**src/rtl/stfls_pkg.sv**
```systemverilog
// ----------------------------------------------------------------------------
// Sorted table search package
// Shared widths, function codes and item types of the sorted table
// first/last occurrence search block.
// ----------------------------------------------------------------------------
`default_nettype none

package stfls_pkg;

  localparam int unsigned TABLE_DEPTH_DEF = 1024;
  localparam int unsigned POS_W           = 10;
  localparam int unsigned VAL_W           = 32;
  localparam int unsigned CNT_W           = 11;

  localparam logic FUNC_LOAD  = 1'b0;
  localparam logic FUNC_QUERY = 1'b1;

  typedef struct packed {
    logic                    func;
    logic [POS_W-1:0]        position;
    logic signed [VAL_W-1:0] value;
  } in_item_t;

  typedef struct packed {
    logic             found;
    logic [POS_W-1:0] first_index;
    logic [POS_W-1:0] last_index;
  } out_item_t;

  // Commands from the controller to the datapath.
  typedef struct packed {
    logic load;     // write one table entry
    logic start;    // capture the key and set up both searches
    logic run;      // advance the interleaved searches
    logic capture;  // load the result register
  } ctrl_cmd_t;

  // Status from the datapath to the controller.
  typedef struct packed {
    logic done;     // both searches finished, no read outstanding
  } dp_stat_t;

endpackage

`default_nettype wire

```
**src/rtl/stfls_ctrl.sv**
```systemverilog
// ----------------------------------------------------------------------------
// Sorted table search controller
// Input and output handshakes and sequencing of the datapath commands.
// ----------------------------------------------------------------------------
`default_nettype none

module stfls_ctrl (
  input  wire logic                 clk_i,
  input  wire logic                 rst_ni,
  input  wire logic                 in_valid_i,
  input  wire logic                 in_func_i,
  output logic                      in_stall_o,
  output logic                      out_valid_o,
  input  wire logic                 out_stall_i,
  output stfls_pkg::ctrl_cmd_t      cmd_o,
  input  wire stfls_pkg::dp_stat_t  stat_i
);
  import stfls_pkg::*;

  typedef enum logic {
    ST_IDLE,
    ST_SEARCH
  } state_e;

  state_e state_q, state_d;
  logic   out_valid_q, out_valid_d;
  logic   accept;

  assign in_stall_o  = (state_q != ST_IDLE);
  assign out_valid_o = out_valid_q;
  assign accept      = in_valid_i && (state_q == ST_IDLE);

  always_comb begin
    cmd_o.load    = accept && (in_func_i == FUNC_LOAD);
    cmd_o.start   = accept && (in_func_i == FUNC_QUERY);
    cmd_o.run     = (state_q == ST_SEARCH);
    // A finished result waits here while the previous one is still stalled.
    cmd_o.capture = (state_q == ST_SEARCH) && stat_i.done && (!out_valid_q || !out_stall_i);

    state_d = state_q;
    unique case (state_q)
      ST_IDLE: begin
        if (cmd_o.start) begin
          state_d = ST_SEARCH;
        end
      end
      ST_SEARCH: begin
        if (cmd_o.capture) begin
          state_d = ST_IDLE;
        end
      end
      default: state_d = ST_IDLE;
    endcase

    out_valid_d = out_valid_q;
    if (cmd_o.capture) begin
      out_valid_d = 1'b1;
    end else if (out_valid_q && !out_stall_i) begin
      out_valid_d = 1'b0;
    end
  end

  always_ff @(posedge clk_i or negedge rst_ni) begin
    if (!rst_ni) begin
      state_q     <= ST_IDLE;
      out_valid_q <= 1'b0;
    end else begin
      state_q     <= state_d;
      out_valid_q <= out_valid_d;
    end
  end

endmodule

`default_nettype wire

```
**config.mk**
```make
export PLATFORM = sky130hd
export DESIGN_NAME = stfls_ctrl
export DESIGN_NICKNAME = d
export VERILOG_FILES = /design/src/rtl/stfls_pkg.sv /design/src/rtl/stfls_ctrl.sv
export SDC_FILE = /design/constraint.sdc
export NUM_CORES = 1
export LEC_CHECK = 0
export BUFFER_PORTS_ARGS = -buffer_cell sky130_fd_sc_hd__buf_2
export CELL_PAD_IN_SITES_DETAIL_PLACEMENT = 0
export CELL_PAD_IN_SITES_GLOBAL_PLACEMENT = 2
export CORE_AREA = 2 2 39 41
export CTS_BUF_LIST = sky130_fd_sc_hd__clkbuf_16
export CTS_CLUSTER_SIZE = 40
export DETAILED_ROUTE_END_ITERATION = 16
export DIE_AREA = 0 0 41 43
export PLACE_DENSITY = 0.44
export SLEW_MARGIN = 30
export SYNTH_ARGS = -nofsm -noshare
export SYNTH_HDL_FRONTEND = slang
export SYNTH_SLANG_ARGS = --single-unit
```
**constraint.sdc**
```tcl
create_clock -name clk_i -period 0.8 [get_ports clk_i]
set_input_delay 0.08 -clock clk_i [delete_from_list [all_inputs] [get_ports clk_i]]
set_output_delay 0.08 -clock clk_i [all_outputs]
set_load 0.01 [all_outputs]
```
==> run summary <==
The run finished, with violations left. The checks that failed: negative setup slack. The endpoint identified for the worst register-to-register timing path is in_stall_o. The total power divided by cell area is 4230 mW/mm^2.

In this run the most critical hold path is launched from stat_i. The total placed cells including tap cells came out at 38. The share of layout cells above drive strength 1 is 69.0%. After the last flow step, the layout net total stands at 36. The largest net degree at the start of global routing is 7. The count of endpoints failing setup in the final report is 6.

CTS placed an instance of sky130_fd_sc_hd__clkbuf_16 at the clock tree root. The critical path data arrival time is 970 ps. The type of destination of the critical path is a primary output. The first detailed-routing pass took 4 iterations. The measured slew at the worst slew-check pin is 147 ps. Setup repair after global routing could not meet its margin everywhere. The clock transition time at the flip-flop clock pins of the worst setup and hold paths is 30 ps. The cell depth of the worst min-delay path came out at 2.

Synthesis handed over a netlist of 13 instances. The worst-case headroom to the max-slew limit is 90.2%. The worst setup path is of the reg -> out kind.

After global routing the overflow that remains totals 0. The multi-input combinational cell area is 53.8 um^2. The worst register-to-register path begins at out_valid_o. The number of hold violations in the final report came to 0. At the end of routability-driven placement, the weighted congestion stood at 0.568. The sort of element at the start of the critical path is a flop. The average cell area after synthesis came out at 8.57 um^2. The number of antenna violations at the first check in global routing was 0. The DRC violations left came out at 0. The analysis attributes to cell leakage a power of 0.148 nW. After the flow finishes, the layout carries non-filler instances totaling 45. The worst path setup slack after routing came out at -255 ps. After synthesis the netlist holds a flip-flop and latch count of 2. The tree built by TritonCTS fans out to 2 sinks. The final number of max-transition violations is 0. The count of filler cells inserted in the layout came out at 153. The aggregate global-route resource usage came out at about 6.1%. The worst path in the final design needs a cycle of 1050 ps, including I/O delays and setup. The largest fanout on the critical path came out at 6. The maximum clock frequency is 948 MHz. The synthesis warning total is 0. The endpoint required time on the critical path came out at 720 ps. After synthesis, flip-flops and latches occupy 44.9% of the total area. The detailed-route vias per instance is 3.51. The worst hold path endpoint is in_stall_o.

The H-tree depth is 1. The worst-case register-to-register setup slack came out at 20 ps. The die span in y is 43 um. At the later pin of the worst-skew pair, clock insertion delay measures between 200 and 250 ps. The number of global-route vias before repair is 178.

In this run the core area contains 14 standard-cell rows. Buffers inserted during clock tree synthesis total 3. The average routed wire per standard cell is between 8 and 9 um.

The sequential standard cell area came out at 51.3 um^2. The top-level I/O count is 12. The depth of the worst register-to-register path is 3. The die covers 0.00176 mm^2.

The via count is 158. Hold is met by between 60 and 70 ps. The starting utilization of the core area came out at under 10%. The number of buffer cells added on primary ports is 11. Counting every net in the synthesized netlist gives 19. The iteration-0 DRC count of the detailed router is 5.

The most critical setup path has its startpoint at in_stall_o. The maximum buffer depth of the clock tree is 2. Relative to the synthesized area, the layout overhead comes to 158%. The post-route clock skew is 2.20 ps.

The remaining antenna violation count is 0. The count of inserted antenna diode cells is 0. The cell area after synthesis is about 110 um^2. The width of the die came out at 41 um.

The tightest min-delay check is of the in -> reg type. The tool flagged a number of max-cap violations equal to 0. TritonCTS built the clock tree. For this block, the routed nets add up to 377 um of wire. The number of distinct standard cells referenced by the synthesized netlist came out at 8. The worst ir drop on vdd is about 1.1 mV.

The total core area is 0.00138 mm^2. The first-pass GRT wire length came out at 627 um. The share of the clock period used by the worst path is 132%.
## power by group
part / total (mW) / leakage, nW / switching (mW) / internal [mW]
clock network: 0.774 / 0.0423 / 0.130 / 0.644
registers: 0.191 / 0.0228 / 0.0514 / 0.139
logic: 0.253 / 0.0831 / 0.116 / 0.137
total: 1.22 / 0.148 / 0.297 / 0.920
## how the worst max path moves through the flow
stage               end  slack (ps)  cells past startpoint
4_1_cts        cmd_o[3]        -250                      2
3_5_place_dp   cmd_o[3]         -40                      2
6_report       cmd_o[0]        -250                      3
2_1_floorplan  cmd_o[0]           2                      3
5_1_grt        cmd_o[0]        -310                      3
3_3_place_gp   cmd_o[3]         -20                      2
## cell usage in the layout (no fill, tap or decap)
cell type | synthesis | final
sky130_fd_sc_hd__a21oi_1 | 1 | 1
sky130_fd_sc_hd__a21oi_2 | 1 | 1
sky130_fd_sc_hd__buf_4 | 2 | 1
sky130_fd_sc_hd__buf_6 | 0 | 1
sky130_fd_sc_hd__nor2_1 | 1 | 1
sky130_fd_sc_hd__dfrtp_1 | 2 | 1
sky130_fd_sc_hd__inv_1 | 0 | 1
sky130_fd_sc_hd__a31oi_1 | 1 | 1
sky130_fd_sc_hd__nand2_1 | 4 | 3
sky130_fd_sc_hd__buf_2 | 0 | 11
sky130_fd_sc_hd__nor3b_2 | 0 | 1
sky130_fd_sc_hd__dlygate4sd3_1 | 0 | 1
sky130_fd_sc_hd__clkbuf_16 | 0 | 3
sky130_fd_sc_hd__nand2_2 | 0 | 1
sky130_fd_sc_hd__dfrtp_2 | 0 | 1
## synthesized netlist by cell type
cell	instances	area [um^2]
sky130_fd_sc_hd__nor2_1	1	3.75
sky130_fd_sc_hd__nand2_1	4	15.0
sky130_fd_sc_hd__a31oi_1	1	6.26
sky130_fd_sc_hd__nor3b_1	1	7.51
sky130_fd_sc_hd__dfrtp_1	2	50.1
sky130_fd_sc_hd__a21oi_1	1	5.00
sky130_fd_sc_hd__buf_4	2	15.0
sky130_fd_sc_hd__a21oi_2	1	8.76
## repair_timing
item	4_1_cts	5_1_grt
hold buffers	1	0
setup endpoints to repair	6	7
resized for setup	0	2
pin swaps	2	2
setup buffers	1	1
endpoints found under the hold margin	2	0
## layer usage
layer | up-vias | wire [um] | global-route usage (%)
met5 | - | 0 | 0
met4 | 0 | 19 | 8.00
met3 | 3 | 61 | 4.71
met2 | 15 | 151 | 7.19
met1 | 67 | 144 | 5.45
li1 | 73 | - | -
## flip-flops by register name (all words and copies together), names as in the netlist
register,count
in_stall_o,1
out_valid_o,1
## final cells by class
cell class,instances,share of cell area [%]
timing repair buffer,14,29.1
clock inverter,1,1.30
tap,16,6.96
multi-input combinational,9,18.7
sequential,2,17.8
clock buffer,3,26.1
## worst max-delay path, stage by stage, from the launching register on
cell,delay (ps)
sky130_fd_sc_hd__dfrtp_2,400
sky130_fd_sc_hd__nand2_1,100
sky130_fd_sc_hd__a21oi_2,110
sky130_fd_sc_hd__buf_2,140
## through the flow
step                      setup TNS (ps)  util, %  area [um^2]  power (mW)  setup WS, ps
after detailed placement           -47.8     12.8          178       0.380         -38.8
after global routing               -1400     20.8          288        1.28          -312
after CTS                          -1130     19.8          274        1.19          -251
after global placement             -15.4     12.8          178       0.374         -15.4
final                              -1140     20.8          288        1.22          -255
after floorplan                        0        -          118       0.315          1.54
## cell families (layout without fill, tap and decap cells)
family	after synthesis	in the layout	share of synthesized area, %
buffers and inverters	2	18	13.5
flip-flops	2	2	44.9
AND/OR/NAND/NOR	6	6	23.6
AO/OA/AOI/OAI	3	3	18.0
(Power assumes the default switching activity.)
